--- src/rtl/core/u8sd_pkg.sv ---
// ----------------------------------------------------------------------------
// u8sd_pkg
// Shared types for the UTF-8 stream decoder: beat payloads and the
// command/status bundles between the controller and the datapath.
// ----------------------------------------------------------------------------
package u8sd_pkg;

    // Input beat: one byte of encoded text
    typedef struct packed {
        logic [7:0] text_byte;
        logic       end_of_text;
    } t_in_item;

    // Output beat: one code point (or raw byte value)
    typedef struct packed {
        logic [20:0] code_point;
        logic        last_in_run;
        logic        text_done;
    } t_out_item;

    // Controller to datapath
    typedef struct packed {
        logic take_byte;   // absorb a byte that does not end the text
        logic load_flush;  // absorb the final byte and load the flush buffer
        logic flush_emit;  // decode one code point from the flush buffer
    } t_dp_cmd;

    // Datapath to controller
    typedef struct packed {
        logic out_free;    // output register can take a beat this cycle
        logic flush_last;  // current flush decode is the final result
    } t_dp_sts;

endpackage

--- src/rtl/core/u8sd_dp.sv ---
// ----------------------------------------------------------------------------
// u8sd_dp
// Datapath: pending byte buffer, sequence length tracking, code point decode
// for a completed sequence and for the flush buffer, the flush position
// counter and the output register.
// ----------------------------------------------------------------------------
module u8sd_dp
    import u8sd_pkg::*;
(
    input  logic      i_clk,
    input  logic      i_rst_n,
    input  logic [7:0] i_byte,
    input  t_dp_cmd   i_cmd,
    output t_dp_sts   o_sts,
    output logic      o_out_valid,
    input  logic      i_out_ready,
    output t_out_item o_out_data
);

    typedef logic [3:0][7:0] t_byte_buf;

    typedef struct packed {
        logic [20:0] cp;
        logic [3:0]  npos;
    } t_dec;

    localparam logic [1:0] FlushMaxIdx = 2'd2;

    // Sequence length announced by a lead byte, zero when it is no lead
    function automatic logic [2:0] lead_len(input logic [7:0] c);
        logic [2:0] n;
        n = 3'd0;
        if      ((c & 8'hE0) == 8'hC0) n = 3'd2;
        else if ((c & 8'hF0) == 8'hE0) n = 3'd3;
        else if ((c & 8'hF8) == 8'hF0) n = 3'd4;
        return n;
    endfunction

    // Decode one code point at pos; a stray or cut-short lead goes out raw
    function automatic t_dec decode_at(input t_byte_buf b, input logic [2:0] len,
                                       input logic [2:0] pos);
        t_dec       d;
        logic [7:0] c;
        logic [7:0] b1;
        logic [7:0] b2;
        logic [7:0] b3;
        logic [2:0] n;
        c  = b[pos[1:0]];
        b1 = b[pos[1:0] + 2'd1];
        b2 = b[pos[1:0] + 2'd2];
        b3 = b[pos[1:0] + 2'd3];
        n  = lead_len(c);
        if (n == 3'd0 || ({1'b0, pos} + {1'b0, n}) > {1'b0, len}) begin
            d.cp   = {13'd0, c};
            d.npos = {1'b0, pos} + 4'd1;
        end else begin
            case (n)
                3'd2:    d.cp = {10'd0, c[4:0], b1[5:0]};
                3'd3:    d.cp = {5'd0, c[3:0], b1[5:0], b2[5:0]};
                default: d.cp = {c[2:0], b1[5:0], b2[5:0], b3[5:0]};
            endcase
            d.npos = {1'b0, pos} + {1'b0, n};
        end
        return d;
    endfunction

    t_byte_buf  r_buf,  n_buf;
    logic [1:0] r_cnt,  n_cnt;
    logic [2:0] r_need, n_need;
    logic [2:0] r_len,  n_len;
    logic [2:0] r_pos,  n_pos;
    logic [1:0] r_nres, n_nres;
    logic       r_out_valid, n_out_valid;
    t_out_item  r_out,  n_out;

    t_byte_buf  tb;
    t_dec       dec_t;
    t_dec       dec_f;
    logic [2:0] byte_len;
    logic       flush_last;
    logic       out_free;

    // Decode paths: completed sequence during the run, and the flush buffer
    always_comb begin
        tb        = r_buf;
        tb[r_cnt] = i_byte;
        dec_t     = decode_at(tb, {1'b0, r_cnt} + 3'd1, 3'd0);
        dec_f     = decode_at(r_buf, r_len, r_pos);
        byte_len  = lead_len(i_byte);
        flush_last = (dec_f.npos >= {1'b0, r_len}) || (r_nres == FlushMaxIdx);
        out_free  = !r_out_valid || i_out_ready;
    end

    assign o_sts.out_free   = out_free;
    assign o_sts.flush_last = flush_last;

    // Next state of buffer, counters and output register
    always_comb begin
        n_buf       = r_buf;
        n_cnt       = r_cnt;
        n_need      = r_need;
        n_len       = r_len;
        n_pos       = r_pos;
        n_nres      = r_nres;
        n_out_valid = r_out_valid && !i_out_ready;
        n_out       = r_out;

        if (i_cmd.take_byte) begin
            if (r_cnt == 2'd0) begin
                if (byte_len == 3'd0) begin
                    n_out_valid      = 1'b1;
                    n_out.code_point = {13'd0, i_byte};
                    n_out.last_in_run = 1'b1;
                    n_out.text_done  = 1'b0;
                end else begin
                    n_buf[0] = i_byte;
                    n_cnt    = 2'd1;
                    n_need   = byte_len;
                end
            end else if (({1'b0, r_cnt} + 3'd1) >= r_need) begin
                n_out_valid       = 1'b1;
                n_out.code_point  = dec_t.cp;
                n_out.last_in_run = 1'b1;
                n_out.text_done   = 1'b0;
                n_cnt             = 2'd0;
                n_need            = 3'd0;
            end else begin
                n_buf[r_cnt] = i_byte;
                n_cnt        = r_cnt + 2'd1;
            end
        end

        if (i_cmd.load_flush) begin
            n_buf[r_cnt] = i_byte;
            n_len        = {1'b0, r_cnt} + 3'd1;
            n_pos        = 3'd0;
            n_nres       = 2'd0;
            n_cnt        = 2'd0;
            n_need       = 3'd0;
        end

        if (i_cmd.flush_emit) begin
            n_out_valid       = 1'b1;
            n_out.code_point  = dec_f.cp;
            n_out.last_in_run = flush_last;
            n_out.text_done   = flush_last;
            n_pos             = dec_f.npos[2:0];
            n_nres            = r_nres + 2'd1;
        end
    end

    // Hold control state under reset; payload registers run free
    always_ff @(posedge i_clk) begin
        if (!i_rst_n) begin
            r_cnt       <= 2'd0;
            r_need      <= 3'd0;
            r_len       <= 3'd0;
            r_pos       <= 3'd0;
            r_nres      <= 2'd0;
            r_out_valid <= 1'b0;
        end else begin
            r_cnt       <= n_cnt;
            r_need      <= n_need;
            r_len       <= n_len;
            r_pos       <= n_pos;
            r_nres      <= n_nres;
            r_out_valid <= n_out_valid;
        end
    end

    always_ff @(posedge i_clk) begin
        r_buf <= n_buf;
        r_out <= n_out;
    end

    assign o_out_valid = r_out_valid;
    assign o_out_data  = r_out;

endmodule

--- src/rtl/core/u8sd_ctrl.sv ---
// ----------------------------------------------------------------------------
// u8sd_ctrl
// Controller: accepts byte beats while idle and steps the datapath through
// the end-of-text flush, one result beat per step.
// ----------------------------------------------------------------------------
module u8sd_ctrl
    import u8sd_pkg::*;
(
    input  logic    i_clk,
    input  logic    i_rst_n,
    input  logic    i_in_valid,
    input  logic    i_end_of_text,
    input  t_dp_sts i_sts,
    output logic    o_in_ready,
    output t_dp_cmd o_cmd
);

    typedef enum logic {
        S_IDLE,
        S_FLUSH
    } t_state;

    t_state r_state, n_state;
    logic   accept;

    // Take a beat only when the output register has room
    always_comb begin
        o_in_ready       = (r_state == S_IDLE) && i_sts.out_free;
        accept           = i_in_valid && o_in_ready;
        o_cmd.take_byte  = accept && !i_end_of_text;
        o_cmd.load_flush = accept && i_end_of_text;
        o_cmd.flush_emit = (r_state == S_FLUSH) && i_sts.out_free;
    end

    // Advance into flush on the final byte, leave after its last result
    always_comb begin
        n_state = r_state;
        unique case (r_state)
            S_IDLE: begin
                if (o_cmd.load_flush) n_state = S_FLUSH;
            end
            S_FLUSH: begin
                if (o_cmd.flush_emit && i_sts.flush_last) n_state = S_IDLE;
            end
            default: n_state = S_IDLE;
        endcase
    end

    always_ff @(posedge i_clk) begin
        if (!i_rst_n) begin
            r_state <= S_IDLE;
        end else begin
            r_state <= n_state;
        end
    end

endmodule

--- src/rtl/core/utf8_stream_decoder.sv ---
// ----------------------------------------------------------------------------
// utf8_stream_decoder
// Streaming UTF-8 decoder: one text byte per beat in, code points out.
//
//   channel | direction | payload     | handshake
//   --------+-----------+-------------+--------------------------
//   in      | sink      | t_in_item   | i_in_valid / o_in_ready
//   out     | source    | t_out_item  | o_out_valid / i_out_ready
//
// A byte without end-of-text is taken back to back while idle, whenever
// the single output register is empty or being drained.
// A final byte is buffered, then the flush gives 1 to 3 results, one per step:
// the flush decoder walks the four-byte flush buffer one code point a step.
// Reset clears the held count, sequence length and output valid; held bytes
// stay unknown until written. A stalled output holds both input and flush.
// ----------------------------------------------------------------------------
module utf8_stream_decoder
    import u8sd_pkg::*;
(
    input  logic      i_clk,
    input  logic      i_rst_n,
    input  logic      i_in_valid,
    output logic      o_in_ready,
    input  t_in_item  i_in_data,
    output logic      o_out_valid,
    input  logic      i_out_ready,
    output t_out_item o_out_data
);

    t_dp_cmd cmd;
    t_dp_sts sts;

    u8sd_ctrl u_ctrl (
        .i_clk         (i_clk),
        .i_rst_n       (i_rst_n),
        .i_in_valid    (i_in_valid),
        .i_end_of_text (i_in_data.end_of_text),
        .i_sts         (sts),
        .o_in_ready    (o_in_ready),
        .o_cmd         (cmd)
    );

    u8sd_dp u_dp (
        .i_clk       (i_clk),
        .i_rst_n     (i_rst_n),
        .i_byte      (i_in_data.text_byte),
        .i_cmd       (cmd),
        .o_sts       (sts),
        .o_out_valid (o_out_valid),
        .i_out_ready (i_out_ready),
        .o_out_data  (o_out_data)
    );

endmodule

--- config.mk ---
export PLATFORM = sky130hd
export DESIGN_NAME = utf8_stream_decoder
export DESIGN_NICKNAME = d
export VERILOG_FILES = /design/src/rtl/core/u8sd_pkg.sv /design/src/rtl/core/u8sd_dp.sv /design/src/rtl/core/u8sd_ctrl.sv /design/src/rtl/core/utf8_stream_decoder.sv
export SDC_FILE = /design/constraint.sdc
export NUM_CORES = 1
export LEC_CHECK = 0
export BUFFER_PORTS_ARGS = -buffer_cell sky130_fd_sc_hd__buf_2
export CORE_UTILIZATION = 45
export CTS_BUF_LIST = sky130_fd_sc_hd__clkbuf_8
export CTS_CLUSTER_DIAMETER = 120
export CTS_CLUSTER_SIZE = 40
export DETAILED_ROUTE_END_ITERATION = 12
export GPL_TIMING_DRIVEN = 0
export MAX_ROUTING_LAYER = met4
export PLACE_DENSITY = 0.65
export SYNTH_ARGS = -nofsm -noshare
export SYNTH_HDL_FRONTEND = slang
export SYNTH_SLANG_ARGS = --single-unit
--- constraint.sdc ---
create_clock -name i_clk -period 5.3 [get_ports i_clk]
set_input_delay 0.265 -clock i_clk [delete_from_list [all_inputs] [get_ports i_clk]]
set_output_delay 0.265 -clock i_clk [all_outputs]
set_load 0.1 [all_outputs]
==> results by group, run 1 <==
Outcome
  – Status: complete, no violations

Synth
  – Share of the synthesized area in the top cell type: 19.2%
  – Adder-cell share of the synthesized area: 5.77%
  – Main combinational cell family by area after synthesis: multiplexers
  – Mux contribution to synthesized area: 23.5%
  – Ys flop type: dfxtp_1
  – Synth Area in Simple Gates: 14.5%
  – FF+latch count, synth: 70
  – Syn avg cell area: 9.83 µm²
  – Total of warnings raised by yosys: 0
  – Syn_nets: 533
  – Post-synth ARST share: 0%
  – Post-Synthesis Cells: 498
  – Area leader, netlist: dfxtp_1
  – Seq/Total Area, Yosys: 33.3%
  – Synth top cells by count: dfxtp_1 (47), nand2_1 (46), mux2_2 (32)
  – Synth area leaders: dfxtp_1 (19%), edfxtp_1 (14%), mux4_2 (11%), mux2_2 (7.4%), ha_1 (5.4%)
  – Compound-Gate Fraction of Synth Area: 17.8%
  – Synth Area in XOR/XNOR: 0.358%
  – Post-synth EDFFs: 23
  – Mapped cell area: 4900 µm²
  – Most frequent cell after synthesis: dfxtp_1
  – Cell variety after synth: 59

Clock tree
  – Total CTS buffers: 9
  – H-tree Lvls: 3
  – TritonCTS clock tree: done
  – Root buf cell: clkbuf_8
  – Clock sink total: 70
  – Maximum clock path buffer count: 2
  – Worst-Skew Late Latency: 0.37 ns
  – Cts hold-fix bufs: 0
  – Reg clk slew, reported paths: 0.08 ns

Route
  – Drt wl/cell: 20.4 µm
  – Detailed Routing Iterations Pass 1: 5
  – 1st-iter DRT viols: 388
  – Routed WL: 14400 µm
  – Via count: 4377
  – DRT antenna net count: 0
  – DRC: 0
  – Vias per cell: 6.20

Finish
  – Area grow syn2layout: 15.8%
  – Final Instance Area: 5670 µm²
  – Ant diodes: 0
  – Nets: 600
  – Share of cells above drive strength 1: 27.0%

Critical path
  – WP data required: 5.41 ns
  – Worst Path Arrival: 5.30 ns
  – CP Capture Type: register
  – Crit-path max FO: 7
  – Setup Crit Path Kind: register to register
  – Worst Setup Start Kind: register

STA
  – Hold_ws: 0.219 ns
  – F_max: 192 MHz
  – Min Tclk post-route: 5.20 ns
  – Worst-Margin Slew: 1.09 ns
  – Final hold viol count: 0
  – Clock skew: 0.0150 ns
  – Slew Limit Fails: 0
  – Setup-failing EPs final: 0
  – Fin crit share: 98.1%
  – Slew margin rel.: 26.6%

Hold path
  – Hold/Removal Path Class: input port to register

Floorplanning
  – Io pins: 38
  – Die Height: 106 µm
  – Die footprint: 11300 µm²
  – Rows: 37
  – Core ar.: 10400 µm²
  – Initial Util: 47.0%
  – Die width: 106 µm

Pwr
  – Proportion of power drawn by the clock network: 23.7%
  – Internal power: 1.13 mW
  – Power Density: 320 nW/µm²
  – Comb pwr share: 37.8%
  – Leak Pwr: 2.18 nW
  – NetSw: 0.685 mW
  – Flop pwr share: 38.5%
  – Sw Share: 37.8%
  – Power Total: 1.81 mW
  – VDD IR-drop max: 0.000160 V

Global route
  – GR Util met3: 5.27%
  – Total gr overflow: 0
  – Global-route track usage on met1: 36.8%
  – Total GRT Usage: 27.5%
  – Most Crowded Layer GR: met2
  – First-pass GRT wire length: 22900 µm
  – Vias in the first global route: 4103
  – Largest net degree at the start of global routing: 24
  – Antenna violations before repair: 0
  – Met2 Use GR: 41.2%

Placement
  – Post-DP Area: 5250 µm²
  – Final Wtd Congestion: 0.979
  – Dpl hpwl: 11000 µm
  – I/O Buffers: 36

Flow run
  – Max-Cap Viols: 0
path summary, 6_finish.rpt:
check | start | endpoint | slack [ns] | cells after the start
min | i_in_data[2] | u_dp.r_buf[1]$_DFF_P_ | 0.22 | 2
max reg2reg | u_dp.r_pos[0]$_SDFFE_PN0P_ | u_dp.o_out_data[1]$_SDFFCE_PN1P_ | 0.10 | 21
max | u_dp.r_pos[0]$_SDFFE_PN0P_ | u_dp.o_out_data[1]$_SDFFCE_PN1P_ | 0.10 | 21
min reg2reg | u_dp.r_need[0]$_SDFFE_PP0P_ | u_dp.r_need[0]$_SDFFE_PP0P_ | 0.47 | 2
flip-flops by register name, indices dropped and copies added, names as in the netlist:
name	cells
u_dp.r_nres	2
u_dp.o_out_data	23
u_dp.r_pos	3
u_dp.o_out_valid	1
u_dp.r_len	3
u_ctrl.r_state	1
u_dp.r_buf	32
u_dp.r_need	3
u_dp.r_cnt	2
through the flow:
stage | setup TNS (ns) | utilization, % | cells | worst slack, ns
floorplan | 0 | - | 498 | 0.266
global placement | -2.08 | 50.4 | 670 | -0.739
detailed placement | -2.15 | 50.4 | 670 | -0.755
CTS | 0 | 53.3 | 694 | 0.0117
global route | -0.0802 | 54.4 | 706 | -0.0562
finish | 0 | 54.4 | 706 | 0.103
worst max-delay path: stages, from the launching register on:
cell and delay [ns]:
dfxtp_4 0.41, buf_12 0.14, mux4_2 0.57, nand2_4 0.16, nor3b_4 0.07, buf_6 0.12, ha_1 0.20, fa_2 0.38
xor2_2 0.17, ha_1 0.29, or2_2 0.31, a311oi_4 0.37, a21boi_4 0.25, buf_6 0.13, mux2i_4 0.22, inv_1 0.08
ha_1 0.26, nand2b_1 0.14, a21o_1 0.17, a211oi_1 0.22, o21a_1 0.21, nand2_1 0.07
power by group through the flow:
stage	registers, mW	logic, mW	clock network (mW)
floorplan	0.762	0.388	0
global placement	0.700	0.601	0
detailed placement	0.705	0.603	0
CTS	0.693	0.641	0.436
global route	0.706	0.729	0.456
finish	0.698	0.685	0.430
routing by layer:
layer	part of all wire (%)	up-vias
met1	44	2115
met5	0	-
li1	-	2033
met3	8.4	25
met2	45	204
met4	2.2	0
cell families after synthesis:
logic type,after synthesis
flops,70
compound gates,126
xor+xnor,2
mux,78
fa+ha+maj,22
buf+inv,55
simple gates,145
area by class of cell:
cell class | count | area (µm²)
clock buffer | 10 | 138
timing repair buffer | 56 | 330
inverter | 21 | 82.6
tap | 136 | 170
clock inverter | 6 | 53.8
multi-input combinational | 373 | 3090
fill | 953 | 4750
buffer | 34 | 174
sequential | 70 | 1640
placed cells by master (no fill, tap or decap), drive strengths merged, types with 13 or more instances in the layout:
cell     n
mux4    26
a21oi   23
o21ai   30
mux2i   20
a22oi   13
dfxtp   47
edfxtp  23
clkbuf  32
nor2    28
nand3   16
nand2   47
inv     20
mux2    32
ha      21
buf     68
repair_timing:
action | 4_1_cts | 5_1_grt
setup buffers | 8 | 12
setup endpoints to repair | 3 | 3
pin swaps | 3 | 4
gates resized for setup | 13 | 7
(Power assumes the default switching activity.)
==> run 2: changes to the inputs <==
--- a/config.mk
+++ b/config.mk
@@ -13,7 +13,6 @@
 export DETAILED_ROUTE_END_ITERATION = 12
 export GPL_TIMING_DRIVEN = 0
 export MAX_ROUTING_LAYER = met4
-export PLACE_DENSITY = 0.65
 export SYNTH_ARGS = -nofsm -noshare
 export SYNTH_HDL_FRONTEND = slang
 export SYNTH_SLANG_ARGS = --single-unit
==> constraint.sdc (replaced) <==
create_clock -name i_clk -period 6.1 [get_ports i_clk]
set_input_delay 0.305 -clock i_clk [delete_from_list [all_inputs] [get_ports i_clk]]
set_output_delay 0.305 -clock i_clk [all_outputs]
set_load 0.1 [all_outputs]
==> results by group, run 2 (synthesis results as in run 1) <==
Outcome
  – Status: complete, no violations

Clock tree
  – TritonCTS clock tree: done
  – Root buf cell: clkbuf_8
  – Maximum clock path buffer count: 2 (unchanged)
  – Reg clk slew, reported paths: 0.09 ns (about the same)
  – Cts hold-fix bufs: 0 (unchanged)
  – Post-CTS Setup Inserts: 0 (-8)
  – Worst-Skew Late Latency: 0.37 ns (about the same)
  – Total CTS buffers: 9 (unchanged)
  – H-tree Lvls: 3 (unchanged)
  – Post-CTS Resized: 0 (-13)
  – Clock sink total: 70 (unchanged)

STA
  – Final hold viol count: 0 (unchanged)
  – Clock skew: 0.0180 ns (+0.00304 ns)
  – Setup-failing EPs final: 0 (unchanged)
  – F_max: 169 MHz (-12%)
  – Min Tclk post-route: 5.92 ns (+0.727 ns)
  – Fin crit share: 97.1% (-0.94 points)
  – Worst-Margin Slew: 1.29 ns (+0.197 ns)
  – Hold_ws: 0.258 ns (+0.0389 ns)
  – Slew margin rel.: 13.4% (-13 points)
  – Slew Limit Fails: 0 (unchanged)

Critical path
  – Setup Crit Path Kind: register to register
  – Slowest stage delay, CP: 0.57 ns (about the same)
  – Most used cell along the critical path: ha_1
  – CP Capture Type: register
  – R2R cell count: 21 (unchanged)
  – Worst Path Arrival: 6.02 ns (+0.72 ns)
  – CP Cell Sequence: buf_6 > mux4_2 > nand2_2 > nor3b_2 > buf_2 > ha_1 > fa_1 > xor2_2 > ha_1 > or2_2 > a311oi_4 > a21boi_2 > buf_6 > mux2i_1 > inv_1 > ha_1 > nand2b_1 > a21o_1 > a211oi_1 > o21a_1 > nand2_1
  – Slowest CP cell: mux4_2
  – Worst Setup Start Kind: register
  – WP data required: 6.20 ns (+0.79 ns)
  – Crit-path max FO: 10 (+3)

Placement
  – I/O Buffers: 36 (unchanged)
  – Final Wtd Congestion: 1.02 (+4.6%)
  – Dpl hpwl: 11000 µm (+0.40%)

Hold path
  – Hold/Removal Path Class: input port to register
  – Hold Path Stages: 2 (unchanged)

Route
  – Detailed Routing Iterations Pass 1: 5 (unchanged)
  – 1st-iter DRT viols: 365 (-5.9%)
  – Via count: 4340 (-0.85%)
  – Vias per cell: 6.33 (+2.0%)
  – Routed WL: 14500 µm (+0.19%)
  – Drt wl/cell: 21.1 µm (+3.1%)
  – DRC: 0 (unchanged)
  – DRT antenna net count: 0 (unchanged)

Finish
  – Final core occ: 52.4% (-2.1 points)
  – Most frequent cells in the layout: dfxtp_1 (47), nand2_1 (46), buf_2 (40)
  – Nets: 580 (-3.3%)
  – Share of cells above drive strength 1: 23.3% (-3.7 points)
  – Area grow syn2layout: 11.4%
  – Fillers: 966 (+1.4%)
  – Most flop-heavy register: u_dp.r_buf
  – Most common cell after layout, fill and taps aside: dfxtp_1
  – Number of flip-flops under the largest register name: 32 (unchanged)
  – Ant diodes: 0 (unchanged)

Floorplanning
  – Initial Util: 47.0% (unchanged)
  – Core ar.: 10400 µm² (unchanged)
  – Die footprint: 11300 µm² (unchanged)
  – Die Height: 106 µm (unchanged)
  – Io pins: 38 (unchanged)
  – Die width: 106 µm (unchanged)
  – Rows: 37 (unchanged)

Global route
  – Vias in the first global route: 3948 (-3.8%)
  – Total gr overflow: 0 (unchanged)
  – First-pass GRT wire length: 22500 µm (-1.7%)
  – Total GRT Usage: 27.4% (-0.070 points)
  – Antenna violations before repair: 0 (unchanged)
  – Largest net degree at the start of global routing: 24 (unchanged)

Pwr
  – VDD IR-drop max: 0.000119 V (-26%)
  – Leak Pwr: 2.08 nW (-4.9%)
  – Power Density: 279 nW/µm² (-13%)

Flow run
  – Max-Cap Viols: 0 (unchanged)
-- run 2: worst max-delay path, delay by kind of cell (launching register included) --
family	cells	cell delay (ns)
compound gates	5	1.38
fa+ha+maj	4	1.18
simple gates	5	0.88
mux	2	0.81
buf+inv	4	0.68
flops	1	0.48
xor+xnor	1	0.24
-- run 2: cell type report --
class                      count  area, µm²  share of cell area [%]
multi-input combinational    373       3060                    56.0
sequential                    70       1630                    29.9
timing repair buffer          36        180                    3.30
tap                          136        170                    3.12
buffer                        34        156                    2.87
clock buffer                   9        124                    2.27
inverter                      21       78.8                    1.45
clock inverter                 7       57.6                    1.06
-- run 2: final timing paths --
check	start	endpoint	slack, ns
max	u_dp.r_pos[0]$_SDFFE_PN0P_	u_dp.o_out_data[1]$_SDFFCE_PN1P_	0.18
min	i_in_data[2]	u_dp.r_buf[1]$_DFF_P_	0.26
max reg2reg	u_dp.r_pos[0]$_SDFFE_PN0P_	u_dp.o_out_data[1]$_SDFFCE_PN1P_	0.18
min reg2reg	u_dp.r_need[0]$_SDFFE_PP0P_	u_dp.r_need[0]$_SDFFE_PP0P_	0.46
-- run 2: stage by stage --
step                      std cells  TNS, ns  setup WS (ns)  power (mW)  instance area [µm²]
after floorplan                 498        0           1.07       0.999                 4900
after global placement          670        0         0.0536        1.13                 5250
after detailed placement        670        0         0.0419        1.14                 5250
after CTS                       686        0         0.0504        1.50                 5430
after global routing            686  -0.0350        -0.0350        1.58                 5450
final                           686        0          0.176        1.52                 5450
-- run 2: routing by layer --
| layer | part of all wire (%) | wire, µm | track usage [%] |
|---|---|---|---|
| met4 | 2.5 | 362 | 10.5 |
| met2 | 43 | 6220 | 39.7 |
| met5 | 0 | 0 | - |
| met3 | 8.3 | 1200 | 3.80 |
| met1 | 46 | 6680 | 38.8 |
-- run 2: power breakdown --
group	switching (mW)	internal [mW]	total, mW	leakage (nW)
Clock	0.183	0.183	0.366	0.105
Combinational	0.335	0.208	0.543	1.37
Sequential	0.0739	0.537	0.611	0.601
==> run 3: changes to the inputs <==
--- a/config.mk
+++ b/config.mk
@@ -5,7 +5,7 @@
 export SDC_FILE = /design/constraint.sdc
 export NUM_CORES = 1
 export LEC_CHECK = 0
-export BUFFER_PORTS_ARGS = -buffer_cell sky130_fd_sc_hd__buf_2
+export BUFFER_PORTS_ARGS = -buffer_cell sky130_fd_sc_hd__buf_4
 export CORE_UTILIZATION = 45
 export CTS_BUF_LIST = sky130_fd_sc_hd__clkbuf_8
 export CTS_CLUSTER_DIAMETER = 120
==> results by group, run 3 (synthesis results as in run 1) <==
Outcome
  – Status: complete, no violations

Finish
  – Share of cells above drive strength 1: 23.6% (+0.36 points)
  – Most flop-heavy register: u_dp.r_buf
  – Number of flip-flops under the largest register name: 32 (unchanged)
  – Most common cell after layout, fill and taps aside: dfxtp_1
  – Final Instance Area: 5650 µm² (+3.6%)
  – Most frequent cells in the layout: dfxtp_1 (47), nand2_1 (46), buf_4 (36)
  – Area grow syn2layout: 15.3%
  – Nets: 580 (unchanged)
  – Final core occ: 54.2% (+1.9 points)
  – Layout Cells excl Fill: 686 (unchanged)
  – Ant diodes: 0 (unchanged)
  – Fillers: 920 (-4.8%)

STA
  – Setup_tns: 0 ns (unchanged)
  – Worst Slack Setup Final: 0.275 ns (+0.0996 ns)
  – Hold_ws: 0.226 ns (-0.0324 ns)
  – Slew Limit Fails: 0 (unchanged)
  – Min Tclk post-route: 5.82 ns (-0.0996 ns)
  – Clock skew: 0.0148 ns (-0.00320 ns)
  – Slew margin rel.: 18.6% (+5.2 points)
  – Final hold viol count: 0 (unchanged)
  – Setup repair after global routing missed its margin: false
  – Worst-Margin Slew: 1.22 ns (-0.0682 ns)
  – Setup-failing EPs final: 0 (unchanged)
  – Fin crit share: 95.5% (-1.6 points)
  – F_max: 172 MHz (+1.7%)

Route
  – DRT antenna net count: 0 (unchanged)
  – Wire length on met1: 6630 µm (-0.81%)
  – Highest routed layer: met4
  – Detailed-routed wire length on met3: 1150 µm (-4.3%)
  – 1st-iter DRT viols: 387 (+6.0%)
  – Drt wl/cell: 20.8 µm (-1.2%)
  – DRC: 0 (unchanged)
  – Via count: 4238 (-2.4%)
  – Met2 WL post-DR: 6210 µm (-0.16%)
  – Routed WL: 14300 µm (-1.2%)
  – Vias per cell: 6.18 (-2.4%)
  – Detailed Routing Iterations Pass 1: 5 (unchanged)

Clock tree
  – H-tree Lvls: 3 (unchanged)
  – Worst-Skew Late Latency: 0.36 ns (about the same)
  – Post-CTS Setup Inserts: 0 (unchanged)
  – Root buf cell: clkbuf_8
  – TritonCTS clock tree: done
  – Cts hold-fix bufs: 0 (unchanged)
  – Reg clk slew, reported paths: 0.09 ns (about the same)
  – Maximum clock path buffer count: 2 (unchanged)
  – Post-CTS Resized: 0 (unchanged)
  – Total CTS buffers: 9 (unchanged)
  – Clock sink total: 70 (unchanged)

Global route
  – First-pass GRT wire length: 22900 µm (+1.6%)
  – Vias in the first global route: 4013 (+1.6%)
  – Antenna violations before repair: 0 (unchanged)
  – Largest net degree at the start of global routing: 24 (unchanged)
  – Total gr overflow: 0 (unchanged)
  – Total GRT Usage: 27.5% (+0.12 points)

Floorplanning
  – Die footprint: 11300 µm² (unchanged)
  – Die Height: 106 µm (unchanged)
  – Die width: 106 µm (unchanged)
  – Initial Util: 47.0% (unchanged)
  – Rows: 37 (unchanged)
  – Io pins: 38 (unchanged)
  – Core ar.: 10400 µm² (unchanged)

Placement
  – Final Wtd Congestion: 1.01 (-1.9%)
  – Post-DP Area: 5340 µm² (+1.7%)
  – I/O Buffers: 36 (unchanged)
  – Dpl hpwl: 11000 µm (-0.44%)
  – Post-Place Worst Slack: 0.0458 ns (+0.00385 ns)
  – Placed Instances: 670 (unchanged)

Critical path
  – WP data required: 6.19 ns (about the same)
  – Worst Path Arrival: 5.92 ns (-0.10 ns)
  – CP Capture Type: register
  – Setup Crit Path Kind: register to register
  – Crit-path max FO: 10 (unchanged)
  – Worst Setup Start Kind: register

Hold path
  – Hold/Removal Path Class: input port to register

Pwr
  – Power Density: 298 nW/µm² (+7.0%)
  – Power Total: 1.68 mW (+11%)
  – Leak Pwr: 2.15 nW (+3.4%)
  – VDD IR-drop max: 0.000144 V (+21%)

Flow run
  – Max-Cap Viols: 0 (unchanged)
## run 3: worst max-delay path, cell delays in order (launching register included)
cell,delay (ns)
dfxtp_1,0.48
buf_6,0.23
mux4_2,0.61
nor3b_2,0.34
buf_2,0.30
ha_1,0.23
fa_1,0.46
ha_1,0.31
a211o_1,0.34
a311oi_4,0.31
a21boi_2,0.29
buf_6,0.18
mux2i_1,0.25
inv_1,0.07
ha_1,0.26
nand2b_1,0.14
a21o_1,0.18
a211oi_1,0.26
o21a_1,0.23
nand2_1,0.08
## run 3: path summary, 6_finish.rpt
kind,depth (start not counted),start,slack [ns],end
setup / recovery,19,u_dp.r_pos[0]$_SDFFE_PN0P_,0.28,u_dp.o_out_data[1]$_SDFFCE_PN1P_
hold / removal,2,i_in_data[2],0.23,u_dp.r_buf[1]$_DFF_P_
setup reg to reg,19,u_dp.r_pos[0]$_SDFFE_PN0P_,0.28,u_dp.o_out_data[1]$_SDFFCE_PN1P_
hold reg to reg,2,u_dp.r_need[0]$_SDFFE_PP0P_,0.47,u_dp.r_need[0]$_SDFFE_PP0P_
## run 3: cell type report
class / instances / area [µm²] / share of cell area (%)
buffer: 34 / 156 / 2.77
clock buffer: 11 / 151 / 2.68
clock inverter: 5 / 129 / 2.28
inverter: 21 / 78.8 / 1.40
multi-input combinational: 373 / 3060 / 54.2
sequential: 70 / 1630 / 28.9
tap: 136 / 170 / 3.01
timing repair buffer: 36 / 270 / 4.79
## run 3: routing by layer
metal  up-vias  GRT usage [%]
met5         -              -
met4         0           10.1
met3        26           4.05
met2       192           38.4
met1      2028           40.2
li1       1992              -
## run 3: power by group
group          internal, mW  switching (mW)  leakage, nW
clock network         0.336           0.187        0.140
registers             0.537          0.0742        0.601
logic                 0.217           0.333         1.41
total                  1.09           0.594         2.15
